===== config.mk =====
export PLATFORM = sky130hd
export DESIGN_NAME = led_strip_frame_buffer_core
export DESIGN_NICKNAME = d
export VERILOG_FILES = /design/src/hdl/lsfb_pkg.sv /design/src/hdl/lsfb_cell.sv /design/src/hdl/lsfb_head.sv /design/src/hdl/led_strip_frame_buffer_core.sv
export SDC_FILE = /design/constraint.sdc
export NUM_CORES = 2
export LEC_CHECK = 0
export BUFFER_PORTS_ARGS = -buffer_cell sky130_fd_sc_hd__clkbuf_2
export CAP_MARGIN = 20
export CELL_PAD_IN_SITES_DETAIL_PLACEMENT = 1
export CELL_PAD_IN_SITES_GLOBAL_PLACEMENT = 2
export CORE_ASPECT_RATIO = 1.4
export CORE_MARGIN = 2
export CORE_UTILIZATION = 34
export DETAILED_ROUTE_END_ITERATION = 10
export HOLD_SLACK_MARGIN = 0.03
export MAX_ROUTING_LAYER = met4
export PLACE_DENSITY_LB_ADDON = 0.1
export SYNTH_ARGS = -nofsm -noshare
export SYNTH_HDL_FRONTEND = slang
export SYNTH_SLANG_ARGS = --single-unit

===== constraint.sdc =====
create_clock -name clk_i -period 3.5 [get_ports clk_i]
set_input_delay 0.35 -clock clk_i [delete_from_list [all_inputs] [get_ports clk_i]]
set_output_delay 0.35 -clock clk_i [all_outputs]
set_load 0.005 [all_outputs]

===== src/hdl/lsfb_pkg.sv =====
// Shared types and constants for the LED strip frame buffer.
`timescale 1ns / 1ps
`default_nettype none

package lsfb_pkg;

  localparam int unsigned MAX_LEDS_DEF = 32;
  localparam int unsigned LED_W        = 29;  // level[28:24] blue[23:16] green[15:8] red[7:0]
  localparam int unsigned LVL_W        = 5;
  localparam int unsigned COL_W        = 8;
  localparam int unsigned IDX_IN_W     = 6;
  localparam int unsigned CFG_CNT_W    = 6;
  localparam int unsigned WORD_W       = 32;
  localparam int unsigned ENDS_SHIFT   = 6;   // end words grow by one per 64 LEDs

  localparam logic [CFG_CNT_W-1:0] LED_COUNT_RST = 6'd32;
  localparam logic [2:0]           LED_HDR       = 3'b111;

  localparam logic REG_LED_COUNT = 1'b0;
  localparam logic REG_OUT_EN    = 1'b1;

  typedef enum logic [2:0] {
    REQ_SET_ONE  = 3'd0,
    REQ_SET_ALL  = 3'd1,
    REQ_DIM      = 3'd2,
    REQ_ROT_LEFT = 3'd3,
    REQ_ROT_RGHT = 3'd4,
    REQ_UNROTATE = 3'd5,
    REQ_FLUSH    = 3'd6
  } req_e;

  typedef enum logic [1:0] {
    ST_OK       = 2'd0,
    ST_RANGE    = 2'd1,
    ST_DISABLED = 2'd2
  } status_e;

  typedef enum logic [1:0] {
    HEAD_PASS = 2'd0,
    HEAD_LOAD = 2'd1,
    HEAD_DIM  = 2'd2
  } head_op_e;

  typedef struct packed {
    head_op_e          op;
    logic [LVL_W-1:0]  level;
    logic [COL_W-1:0]  blue;
    logic [COL_W-1:0]  green;
    logic [COL_W-1:0]  red;
    logic [COL_W-1:0]  dim_step;
  } head_ctrl_t;

endpackage

`default_nettype wire


===== src/hdl/lsfb_cell.sv =====
// One LED slot of the shift ring.
`timescale 1ns / 1ps
`default_nettype none

module lsfb_cell
  import lsfb_pkg::*;
(
  input  wire logic             clk_i,
  input  wire logic             rst_ni,
  input  wire logic             shift_i,
  input  wire logic             active_i,
  input  wire logic             tail_i,
  input  wire logic [LED_W-1:0] nbr_i,
  input  wire logic [LED_W-1:0] wrap_i,
  output logic      [LED_W-1:0] q_o
);

  logic [LED_W-1:0] slot_q, slot_d;

  always_comb begin
    slot_d = slot_q;
    if (shift_i && active_i) begin
      slot_d = tail_i ? wrap_i : nbr_i;
    end
  end

  always_ff @(posedge clk_i or negedge rst_ni) begin
    if (!rst_ni) begin
      slot_q <= '0;
    end else begin
      slot_q <= slot_d;
    end
  end

  assign q_o = slot_q;

endmodule

`default_nettype wire


===== src/hdl/lsfb_head.sv =====
// Edit unit at the ring head: load, dim or pass the slot leaving cell 0.
`timescale 1ns / 1ps
`default_nettype none

module lsfb_head
  import lsfb_pkg::*;
(
  input  wire logic [LED_W-1:0] cur_i,
  input  wire head_ctrl_t       ctrl_i,
  output logic      [LED_W-1:0] nxt_o
);

  logic [LVL_W-1:0] cur_lvl;
  logic [LVL_W-1:0] dim_lvl;

  assign cur_lvl = cur_i[LED_W-1 -: LVL_W];

  // saturating subtract, floor at zero
  assign dim_lvl = ({3'b000, cur_lvl} < ctrl_i.dim_step) ? '0
                 : LVL_W'({3'b000, cur_lvl} - ctrl_i.dim_step);

  always_comb begin
    case (ctrl_i.op)
      HEAD_LOAD: nxt_o = {ctrl_i.level, ctrl_i.blue, ctrl_i.green, ctrl_i.red};
      HEAD_DIM:  nxt_o = {dim_lvl, cur_i[LED_W-LVL_W-1:0]};
      default:   nxt_o = cur_i;
    endcase
  end

endmodule

`default_nettype wire


===== src/hdl/led_strip_frame_buffer_core.sv =====
// Top level of the LED strip frame buffer: command stream in, frame words out.
`timescale 1ns / 1ps
`default_nettype none

// The LED store is a ring of MAX_LEDS cells; the first N (led_count, clamped
// to 1..MAX_LEDS) turn as a circular shift register, one place per clock,
// with an edit unit on the path from cell 0 back to cell N-1. Every command
// is carried out as a number of ring steps: set all, dim, set one and flush
// take N steps (the edit unit loads, dims or reads the passing slot), rotate
// left 1, rotate right N-1, unrotate as many steps as the offset. A command
// is accepted, its stored offset is reduced modulo N (by repeated subtraction
// of N when a stale offset exceeds a new led_count), its ring steps run, then
// one status transaction follows; an enabled flush emits instead a start word,
// N LED words, 2+N/64 end words (N+3 in all while N < 64), one per cycle while
// the output is taken; it stalls the ring when the output is held. One command
// is in flight at a time; a new one is accepted as soon as the previous one has
// handed over its last result, even while it still sits in the output register.
// Registers (APB, byte address 4*i): 0 led_count (reset 32), 1 output_enable.

module led_strip_frame_buffer_core
  import lsfb_pkg::*;
#(
  parameter int unsigned MAX_LEDS = MAX_LEDS_DEF
) (
  input  wire logic        clk_i,
  input  wire logic        rst_ni,
  // command stream
  input  wire logic        s_axis_tvalid,
  output logic             s_axis_tready,
  // led_index[5:0] red[13:6] green[21:14] blue[29:22] level[34:30] dim_step[42:35]
  input  wire logic [47:0] s_axis_tdata,
  // req_type[2:0]
  input  wire logic [2:0]  s_axis_tuser,
  // result stream
  output logic             m_axis_tvalid,
  input  wire logic        m_axis_tready,
  // frame_word[31:0] status[33:32], zero padded
  output logic [39:0]      m_axis_tdata,
  // is_frame_word[0]
  output logic             m_axis_tuser,
  output logic             m_axis_tlast,
  // configuration
  input  wire logic        psel,
  input  wire logic        penable,
  input  wire logic        pwrite,
  input  wire logic [2:0]  paddr,
  input  wire logic [31:0] pwdata,
  output logic [31:0]      prdata,
  output logic             pready
);

  localparam int unsigned CNT_W  = $clog2(MAX_LEDS + 1);
  localparam int unsigned IDX_W  = (MAX_LEDS > 1) ? $clog2(MAX_LEDS) : 1;
  localparam int unsigned ENDS_W = $clog2(MAX_LEDS / 64 + 3);

  typedef enum logic [5:0] {
    S_IDLE  = 6'b000001,
    S_NORM  = 6'b000010,
    S_START = 6'b000100,
    S_WALK  = 6'b001000,
    S_ENDS  = 6'b010000,
    S_RESP  = 6'b100000
  } state_e;

  // ---------------------------------------------------------------- config
  logic [CFG_CNT_W-1:0] led_count_q;
  logic                 out_en_q;
  logic                 cfg_wr;

  assign pready = 1'b1;
  assign cfg_wr = psel && penable && pwrite;

  always_ff @(posedge clk_i or negedge rst_ni) begin
    if (!rst_ni) begin
      led_count_q <= LED_COUNT_RST;
      out_en_q    <= 1'b0;
    end else if (cfg_wr) begin
      if (paddr[2] == REG_LED_COUNT) begin
        led_count_q <= pwdata[CFG_CNT_W-1:0];
      end else begin
        out_en_q <= pwdata[0];
      end
    end
  end

  assign prdata = (paddr[2] == REG_OUT_EN) ? {31'd0, out_en_q}
                                           : {{(32-CFG_CNT_W){1'b0}}, led_count_q};

  // active LED count, clamped to 1..MAX_LEDS
  logic [CNT_W-1:0] n_act;
  always_comb begin
    if (led_count_q == '0) begin
      n_act = CNT_W'(1);
    end else if (32'(led_count_q) > MAX_LEDS) begin
      n_act = CNT_W'(MAX_LEDS);
    end else begin
      n_act = CNT_W'(led_count_q);
    end
  end

  // ---------------------------------------------------------------- control
  state_e             state_q, state_d;
  req_e               req_q;
  logic [IDX_IN_W-1:0] idx_q;
  logic [COL_W-1:0]   red_q, green_q, blue_q, step_amt_q;
  logic [LVL_W-1:0]   lvl_q;
  logic [IDX_W-1:0]   rot_q, rot_d;     // stored rotation offset
  logic [IDX_W-1:0]   off_q, off_d;     // offset reduced modulo N
  logic [IDX_W-1:0]   tgt_q, tgt_d;     // slot hit by set one
  logic [CNT_W-1:0]   cnt_q, cnt_d;     // ring steps of this command
  logic [IDX_W-1:0]   pos_q, pos_d;     // ring step number
  logic [ENDS_W-1:0]  end_q, end_d;
  status_e            stat_q, stat_d;
  logic               flush_q, flush_d;

  // output register
  logic               out_vld_q;
  logic [WORD_W-1:0]  out_word_q;
  logic               out_isf_q;
  status_e            out_stat_q;
  logic               out_last_q;

  logic               can_emit;
  logic               emit;
  logic [WORD_W-1:0]  emit_word;
  logic               emit_isf;
  status_e            emit_stat;
  logic               emit_last;
  logic               shift_en;
  head_ctrl_t         head_ctrl;

  logic [LED_W-1:0]   cell_q [MAX_LEDS];
  logic [LED_W-1:0]   head_nxt;

  logic               in_acc;
  logic [6:0]         tgt_sum;
  logic [ENDS_W-1:0]  ends_n;
  logic               idx_ok;

  assign s_axis_tready = (state_q == S_IDLE);
  assign in_acc        = s_axis_tvalid && s_axis_tready;
  assign can_emit      = !out_vld_q || m_axis_tready;

  assign ends_n  = ENDS_W'(2) + ENDS_W'(n_act >> ENDS_SHIFT);
  assign tgt_sum = 7'(idx_q) - 7'd1 + 7'(off_q);
  assign idx_ok  = (idx_q != '0) && (idx_q <= IDX_IN_W'(n_act));

  always_comb begin
    state_d   = state_q;
    rot_d     = rot_q;
    off_d     = off_q;
    tgt_d     = tgt_q;
    cnt_d     = cnt_q;
    pos_d     = pos_q;
    end_d     = end_q;
    stat_d    = stat_q;
    flush_d   = flush_q;
    emit      = 1'b0;
    emit_word = '0;
    emit_isf  = 1'b0;
    emit_stat = ST_OK;
    emit_last = 1'b0;
    shift_en  = 1'b0;

    head_ctrl.level    = lvl_q;
    head_ctrl.blue     = blue_q;
    head_ctrl.green    = green_q;
    head_ctrl.red      = red_q;
    head_ctrl.dim_step = step_amt_q;
    case (req_q)
      REQ_SET_ALL: head_ctrl.op = HEAD_LOAD;
      REQ_SET_ONE: head_ctrl.op = (pos_q == tgt_q) ? HEAD_LOAD : HEAD_PASS;
      REQ_DIM:     head_ctrl.op = HEAD_DIM;
      default:     head_ctrl.op = HEAD_PASS;
    endcase

    case (state_q)
      S_IDLE: begin
        if (in_acc) begin
          off_d   = rot_q;
          state_d = S_NORM;
        end
      end
      S_NORM: begin
        if (CNT_W'(off_q) >= n_act) begin
          off_d = IDX_W'(CNT_W'(off_q) - n_act);
        end else begin
          pos_d   = '0;
          end_d   = '0;
          stat_d  = ST_OK;
          flush_d = 1'b0;
          cnt_d   = '0;
          tgt_d   = (tgt_sum >= 7'(n_act)) ? IDX_W'(tgt_sum - 7'(n_act)) : IDX_W'(tgt_sum);
          case (req_q)
            REQ_SET_ONE: begin
              if (idx_ok) begin
                cnt_d = n_act;
              end else begin
                stat_d = ST_RANGE;
              end
            end
            REQ_SET_ALL, REQ_DIM: cnt_d = n_act;
            REQ_ROT_LEFT: begin
              cnt_d = CNT_W'(1);
              rot_d = (CNT_W'(off_q) + CNT_W'(1) == n_act) ? '0 : IDX_W'(off_q + 1'b1);
            end
            REQ_ROT_RGHT: begin
              cnt_d = n_act - CNT_W'(1);
              rot_d = (off_q == '0) ? IDX_W'(n_act - CNT_W'(1)) : IDX_W'(off_q - 1'b1);
            end
            REQ_UNROTATE: begin
              cnt_d = CNT_W'(off_q);
              rot_d = '0;
            end
            REQ_FLUSH: begin
              if (out_en_q) begin
                cnt_d   = n_act;
                flush_d = 1'b1;
              end else begin
                stat_d = ST_DISABLED;
              end
            end
            default: ;
          endcase
          if (flush_d) begin
            state_d = S_START;
          end else if (cnt_d != '0) begin
            state_d = S_WALK;
          end else begin
            state_d = S_RESP;
          end
        end
      end
      S_START: begin
        if (can_emit) begin
          emit     = 1'b1;
          emit_isf = 1'b1;
          state_d  = S_WALK;
        end
      end
      S_WALK: begin
        if (!flush_q || can_emit) begin
          shift_en = 1'b1;
          pos_d    = IDX_W'(pos_q + 1'b1);
          if (flush_q) begin
            emit      = 1'b1;
            emit_isf  = 1'b1;
            emit_word = {LED_HDR, cell_q[0]};
          end
          if (CNT_W'(pos_q) == cnt_q - CNT_W'(1)) begin
            state_d = flush_q ? S_ENDS : S_RESP;
          end
        end
      end
      S_ENDS: begin
        if (can_emit) begin
          emit      = 1'b1;
          emit_isf  = 1'b1;
          emit_last = (end_q == ends_n - ENDS_W'(1));
          end_d     = ENDS_W'(end_q + 1'b1);
          if (emit_last) begin
            state_d = S_IDLE;
          end
        end
      end
      S_RESP: begin
        if (can_emit) begin
          emit      = 1'b1;
          emit_stat = stat_q;
          emit_last = 1'b1;
          state_d   = S_IDLE;
        end
      end
      default: state_d = S_IDLE;
    endcase
  end

  always_ff @(posedge clk_i or negedge rst_ni) begin
    if (!rst_ni) begin
      state_q   <= S_IDLE;
      rot_q     <= '0;
      off_q     <= '0;
      tgt_q     <= '0;
      cnt_q     <= '0;
      pos_q     <= '0;
      end_q     <= '0;
      stat_q    <= ST_OK;
      flush_q   <= 1'b0;
      out_vld_q <= 1'b0;
    end else begin
      state_q <= state_d;
      rot_q   <= rot_d;
      off_q   <= off_d;
      tgt_q   <= tgt_d;
      cnt_q   <= cnt_d;
      pos_q   <= pos_d;
      end_q   <= end_d;
      stat_q  <= stat_d;
      flush_q <= flush_d;
      if (emit) begin
        out_vld_q <= 1'b1;
      end else if (m_axis_tready) begin
        out_vld_q <= 1'b0;
      end
    end
  end

  // command payload and result payload
  always_ff @(posedge clk_i) begin
    if (in_acc) begin
      req_q      <= req_e'(s_axis_tuser);
      idx_q      <= s_axis_tdata[5:0];
      red_q      <= s_axis_tdata[13:6];
      green_q    <= s_axis_tdata[21:14];
      blue_q     <= s_axis_tdata[29:22];
      lvl_q      <= s_axis_tdata[34:30];
      step_amt_q <= s_axis_tdata[42:35];
    end
    if (emit) begin
      out_word_q <= emit_word;
      out_isf_q  <= emit_isf;
      out_stat_q <= emit_stat;
      out_last_q <= emit_last;
    end
  end

  assign m_axis_tvalid = out_vld_q;
  assign m_axis_tdata  = {6'd0, out_stat_q, out_word_q};
  assign m_axis_tuser  = out_isf_q;
  assign m_axis_tlast  = out_last_q;

  // ---------------------------------------------------------------- ring
  lsfb_head u_head (
    .cur_i  (cell_q[0]),
    .ctrl_i (head_ctrl),
    .nxt_o  (head_nxt)
  );

  for (genvar gi = 0; gi < MAX_LEDS; gi++) begin : g_cell
    logic [LED_W-1:0] nbr;
    if (gi == MAX_LEDS - 1) begin : g_end
      assign nbr = head_nxt;
    end else begin : g_mid
      assign nbr = cell_q[gi+1];
    end

    lsfb_cell u_cell (
      .clk_i    (clk_i),
      .rst_ni   (rst_ni),
      .shift_i  (shift_en),
      .active_i (CNT_W'(gi) < n_act),
      .tail_i   (CNT_W'(gi) == n_act - CNT_W'(1)),
      .nbr_i    (nbr),
      .wrap_i   (head_nxt),
      .q_o      (cell_q[gi])
    );
  end

endmodule

`default_nettype wire


[After elaboration in Yosys (flattened, before gate mapping)]
Index checks and enable logic that the tools add are counted.
Word-level totals
  register bits after elaboration: 1055
Cells by class
  add/subtract/negate cells: 12
  muxes and demuxes: 87
  bitwise logic cells: 2
  reduce and logical (&&, ||, !) cells: 65
  magnitude comparators: 37
  eq/ne operators: 57
Operators with widths (number)
  2-to-1 mux 29 bit: 31
  2-to-1 mux 6 bit: 18
  less-than comparator 5 x 6 -> 1 bit (first input constant): 16
  == test 5 x 6 -> 1 bit (first input constant): 15
  one-hot mux 6 bit (6 select lines): 2
  one-hot mux 29 bit (2 select lines): 1
  == test 4 x 6 -> 1 bit (first input constant): 8
  less-than comparator 4 x 6 -> 1 bit (first input constant): 8
  2-to-1 mux 5 bit: 8
  logical AND 1 bit: 36
  2-to-1 mux 32 bit: 1
  == test 3 x 6 -> 1 bit (first input constant): 4
  less-than comparator 3 x 6 -> 1 bit (first input constant): 4
  one-hot mux 5 bit (2 select lines): 2
  inequality test 2 bit (second input constant): 8
  one-hot mux 5 bit (3 select lines): 1
  AND reduction 3 bit: 5
  subtractor 5 bit: 3
  2-to-1 mux 1 bit: 14
  == test 2 x 6 -> 1 bit (first input constant): 2
  logical NOT 6 bit: 2
  less-than comparator 1 x 6 -> 1 bit (first input constant): 2
  less-than comparator 2 x 6 -> 1 bit (first input constant): 2
  nonzero test 6 bit: 2
  other kinds (43): 65

[Longest topological paths before layout]
  depth after elaboration: 14
  depth in mapped cells: 16
  mapped depth without buffers: 14

[Modules after synthesis]
Synthesis repeated with hierarchy kept, for this count alone.
Unflattened totals
  cell total of the unflattened synthesis: 4925
  area total of the unflattened synthesis: 52312.7 sq um
By module, submodules not included
  lsfb_cell: times used 32, area an instance 1387.6 sq um, cells an instance 129
  led_strip_frame_buffer_core: times used 1, area an instance 7313.3 sq um, cells an instance 722
  lsfb_head: times used 1, area an instance 596.8 sq um, cells an instance 75

[Worst setup path before layout]
Ideal clock, no wire load.
  path type: reg2reg
  from: register led_count_q[5]
  to: register off_q[0]
  clock period less this slack: 3858 ps
  stages on the path, launching flop included: 17
  arrival time: 3725 ps
  slack: -358 ps
  data required time: 3367 ps
  cell sequence: dfstp_2 -> buf_2 -> clkbuf_1 -> inv_1 -> o21ai_0 -> inv_1 -> ha_1 -> fa_1 -> nor2b_1 -> o21ai_0 -> a311oi_1 -> nand2b_1 -> buf_2 -> o21ai_0 -> clkbuf_1 -> a211oi_1 -> a21oi_1
Between the ends
  cells in the longest elaborated chain, start to end: 6
  elaborated cells on any way between the ends: 10
  those cells by class: 1 x add/sub; 2 x order compare; 1 x eq/ne; 4 x mux; 2 x reduce/logical
Ends and longest elaborated chain
  start, declared: RTL line led_strip_frame_buffer_core.sv:66  | logic [CFG_CNT_W-1:0] led_count_q;
  start signal, assigned: RTL line led_strip_frame_buffer_core.sv:79  | led_count_q <= pwdata[CFG_CNT_W-1:0];
  > comparator 6 bit: RTL line led_strip_frame_buffer_core.sv:94  | end else if (32'(led_count_q) > MAX_LEDS) begin
  2-to-1 mux 6 bit: RTL line led_strip_frame_buffer_core.sv:94
  2-to-1 mux 6 bit *: RTL line led_strip_frame_buffer_core.sv:92  | if (led_count_q == '0) begin
  subtractor 5 bit / >= comparator 5 x 6 -> 1 bit (equally long branches): RTL line led_strip_frame_buffer_core.sv:186, led_strip_frame_buffer_core.sv:185
  2-to-1 mux 5 bit / inequality test 2 bit (equally long branches)
  one-hot mux 5 bit (2 select lines) / AND reduction 3 bit (equally long branches)
  end signal, assigned: RTL line led_strip_frame_buffer_core.sv:282  | off_q <= '0;
  end signal, assigned: RTL line led_strip_frame_buffer_core.sv:293  | off_q <= off_d;
  end, declared: RTL line led_strip_frame_buffer_core.sv:108  | logic [IDX_W-1:0] off_q, off_d;
Every way passes the cells marked *; elsewhere a longest branch is shown, timed or not. The select of a mux whose other input is x is not followed.
A chain may end at the register's enable or synchronous reset.

[Worst setup path after layout]
  from: register pos_q[0]
  to: register g_cell[10].u_cell.slot_q[15]
Between the ends
  cells in the longest elaborated chain, start to end: 6
  elaborated cells on any way between the ends: 7
  those cells by class: 3 x eq/ne; 4 x mux
Ends and longest elaborated chain
  start, declared: RTL line led_strip_frame_buffer_core.sv:111  | logic [IDX_W-1:0] pos_q, pos_d;
  start signal, assigned: RTL line led_strip_frame_buffer_core.sv:296  | pos_q <= pos_d;
  == test 5 bit *: RTL line led_strip_frame_buffer_core.sv:172  | REQ_SET_ONE: head_ctrl.op = (pos_q == tgt_q) ? HEAD_LOAD : HEAD_PASS;
  2-to-1 mux 1 bit *: RTL line led_strip_frame_buffer_core.sv:172
  one-hot mux 2 bit (3 select lines) *: RTL line led_strip_frame_buffer_core.sv:170  | case (req_q)
  == test 2 bit / == test 2 x 1 -> 1 bit (equally long branches): RTL line lsfb_head.sv:23  | case (ctrl_i.op)
  one-hot mux 29 bit (2 select lines) *: RTL line lsfb_head.sv:23
  2-to-1 mux 29 bit *: RTL line lsfb_cell.sv:23  | slot_d = tail_i ? wrap_i : nbr_i;
  end signal, assigned: RTL line lsfb_cell.sv:31  | slot_q <= slot_d;
  end, declared: RTL line lsfb_cell.sv:18  | logic [LED_W-1:0] slot_q, slot_d;
Every way passes the cells marked *; elsewhere a longest branch is shown, timed or not.

==> out/metrics.yaml <==
rr_startpoint: "pos_q[0]$_DFFE_PN0P_"
hpwlAfterDp_microns: 110000
max_slew.worst_pin.slew_ns: 0.913
syn_area_sq_um: 49200
p_sw_share_pct: 34.5
grt_max_degree: 88
fmax_mhz: 292
reg2reg_to: "g_cell[10].u_cell.q_o[15]$_DFFE_PN0P_"
power.total_uw: 39000
wl_per_cell_microns: 21.7
fin_skew_ns: 0.0274
fin_crit_ns: 3.42
yosys.area.top_type: "dfrtp_1"
synth.avg_cell_area_sq_um: 8.48
yosysSeqAreaShare_pct: 54.4
hold_class: "in -> async"
finalHoldViolCount: 0
drt-total-wl_microns: 172000
grt_pass1_wl_microns: 263000
cts-root-buf: "clkbuf_16"
cts_tree: "built"
synth_ff_type: "dfrtp_1"
drt_pre_antenna_iters: 5
drive_gt1_share_pct: 12.6
synth_area_leaders: "dfrtp_1 49%, nand2_1 10%, o21ai_0 9.5%, a21oi_1 5.7%, edfxtp_1 4.9%"
initial_core_util_pct: 34.2
fin_area_sq_um: 58900
drc: 0
status: "finished, final reports clean"
maxCapViolCount: 0
top_layer: "met4"
wl_met3_microns: 3710
fillers: 16700
cts_buffer_depth: 3
drt_iter0_drc: 1811
grt_pass1_vias: 42000
fp.dieArea_sq_um: 148000
yosysWarnings: 0
cts_buffers: 114
period_share_pct: 97.7
fp.coreArea_sq_um: 144000
antenna_found_initial: 3
power.density_nw_per_um2: 661
synth-edff-count: 80
die_w_microns: 326
ys_types: 75
path_clk_slew_ns: 0.06
synth_top_area_share_pct: 49.4
m1WireLength_microns: 71800
p_comb_share_pct: 28.5
end_kind: "flip-flop"
htreeDepth: 3
placed_area_sq_um: 54100
critPathArrivalTime_ns: 4.02
via_per_inst: 5.05
net-switching-power_uw: 13400
reg2reg_depth: 14
ir_worst_vdd_mv: 0.581
final_nets: 6056
power.internal_uw: 25500
yosys_register_bits: 1053
pwr-share-seq_pct: 38.7
criticalPathCategory: "reg -> reg"
leakagePower_uw: 0.0237
slew_headroom_pct: 39.2
cp_data_required_time_ns: 4.11
row_count: 165
cts.sinks: 1053
clkPwrFrac_pct: 32.8
finalSetupTns_ns: 0
setup_violations: 0
regToRegSetupSlack_ns: 0.08
gp_congestion: 0.815
numPortBuffers: 103
met2WireLength_microns: 91900
drv_slew: 0
crit_fanout: 24
synth_cells: 5801
utilization_pct: 40.9
async_reset_ff_share_pct: 92.4
num_vias: 40000
syn_to_final_growth_pct: 19.7
hold_ws_ns: 0.254
start_kind: "flip-flop"
overflow: 0
clk_latency_ns: 0.75
ioPinCount: 170
ant_nets: 0
die_y_microns: 454
grt_util_all_layers_pct: 23.9
-- registers in the layout, summed over array words and instances, names as in the netlist, 2 cells and up --
name	cells
g_cell.u_cell.q_o	928
out_word_q	30
blue_q	8
green_q	8
red_q	8
step_amt_q	8
cnt_q	6
idx_q	6
led_count_q	6
state_q	6
lvl_q	5
off_q	5
pos_q	5
rot_q	5
tgt_q	5
req_q	3
end_q	2
out_stat_q	2
stat_q	2
-- cell families after synthesis --
group	count (synthesis)	synth area share, %
AOI/OAI and AO/OA	1987	20.9
xor gates and xnor gates	39	0.694
adders and majority gates	49	1.31
buffers and inverters	587	5.41
DFF	1053	54.4
muxes	50	1.05
other	2	0.0153
and+or+nand+nor	2034	16.3
-- metrics by stage --
stage                     setup slack (ns)  instances
after floorplan                     0.0333       5832
after global placement              -0.189       7647
after detailed placement            -0.163       7648
after CTS                          0.00949       7916
after global routing               -0.0630       7930
final                               0.0806       7930
-- cell type report --
type | count | area [sq um] | share of cell area [%]
multi-input cells | 4192 | 20500 | 34.7
flip-flops and latches | 1053 | 26800 | 45.4
clock inverters | 46 | 554 | 0.941
diodes | 1 | 2.50 | 0.00425
well taps | 1920 | 2400 | 4.08
inverters | 46 | 173 | 0.293
repair buffers | 507 | 5210 | 8.84
clock buffers | 165 | 3370 | 5.71
-- repair_timing --
action	4_1_cts	5_1_grt
endpoints found under the hold margin	91	0
endpoints found under the setup margin	57	326
buffers inserted	0	7
resized for setup	3	15
pin swaps	0	7
gates cloned	0	4
hold buffers	57	0
-- critical path: stages (launching register included) --
cell and delay (ns):
dfrtp_1 0.39, xor2_1 0.17, nor3_2 0.19, a31oi_1 0.12, nor3_1 0.16, buf_4 0.18
ha_1 0.26, buf_4 0.17, or2_2 0.32, buf_12 0.18, a22oi_2 0.31, buf_12 0.22
nor2_1 0.09, a21oi_2 0.32, o21ai_0 0.13
-- how the worst max path moves through the flow --
| stage | to | cells after the start | slack (ns) | startpoint |
|---|---|---|---|---|
| 6_report | g_cell[10].u_cell.q_o[15]$_DFFE_PN0P_ | 14 | 0.08 | pos_q[0]$_DFFE_PN0P_ |
| 5_1_grt | g_cell[16].u_cell.q_o[3]$_DFFE_PN0P_ | 16 | -0.06 | tgt_q[0]$_DFFE_PN0P_ |
| 4_1_cts | g_cell[9].u_cell.q_o[2]$_DFFE_PN0P_ | 15 | 0.009 | pos_q[0]$_DFFE_PN0P_ |
| 3_5_place_dp | g_cell[26].u_cell.q_o[11]$_DFFE_PN0P_ | 10 | -0.16 | led_count_q[2]$_DFFE_PN0P_ |
| 3_3_place_gp | g_cell[0].u_cell.q_o[26]$_DFFE_PN0P_ | 12 | -0.19 | pos_q[0]$_DFFE_PN0P_ |
| 2_1_floorplan | off_q[0]$_DFFE_PN0P_ | 16 | 0.03 | led_count_q[5]$_DFFE_PN1P_ |
-- power groups by stage --
stage	clock network, uW	logic, uW	registers (uW)
final	12800	11100	15100
after global routing	13600	12400	15300
after CTS	13200	11000	15100
after detailed placement	0	10900	15300
after global placement	0	10700	15200
after floorplan	0	6330	14900
-- cells in the mapped netlist (all sizes together), types with 3 or more instances --
master	n
nand2	1341
o211ai	4
o21a	4
and2	36
nand3b	3
o21ai	1328
and3	15
a211oi	12
dfrtp	971
nor4	7
nand4	6
nand2b	7
ha	45
mux2i	38
a21o	14
xnor2	24
nor2	535
a21oi	560
nor2b	17
o31ai	8
o221ai	3
inv	45
nor3	11
edfxtp	80
fa	4
buf	213
clkbuf	328
mux2	12
a22oi	26
xor2	15
nand3	45
-- cell usage in the layout (no fill, tap or decap), types with 20 or more instances in the layout --
| cell | count |
|---|---|
| inv_1 | 44 |
| nor2_1 | 533 |
| nand2_1 | 1332 |
| dfrtp_1 | 971 |
| clkbuf_2 | 102 |
| edfxtp_1 | 80 |
| o21ai_0 | 926 |
| conb_1 | 33 |
| dlygate4sd3_1 | 57 |
| clkbuf_8 | 30 |
| nand3_1 | 27 |
| clkbuf_1 | 20 |
| xnor2_1 | 24 |
| a22oi_2 | 25 |
| mux2i_1 | 37 |
| clkbuf_16 | 119 |
| and2_1 | 35 |
| ha_1 | 44 |
| clkinv_2 | 24 |
| buf_4 | 227 |
| buf_12 | 114 |
| o21ai_1 | 393 |
| a21oi_1 | 554 |
-- metal layers --
| metal | global-route usage, % | vias to the layer above |
|---|---|---|
| li1 | - | 19600 |
| met1 | 27.3 | 19800 |
| met2 | 44.2 | 420 |
| met3 | 2.12 | 191 |
| met4 | 7.24 | 0 |
| met5 | - | - |
Power figures use the tool's default switching activity.
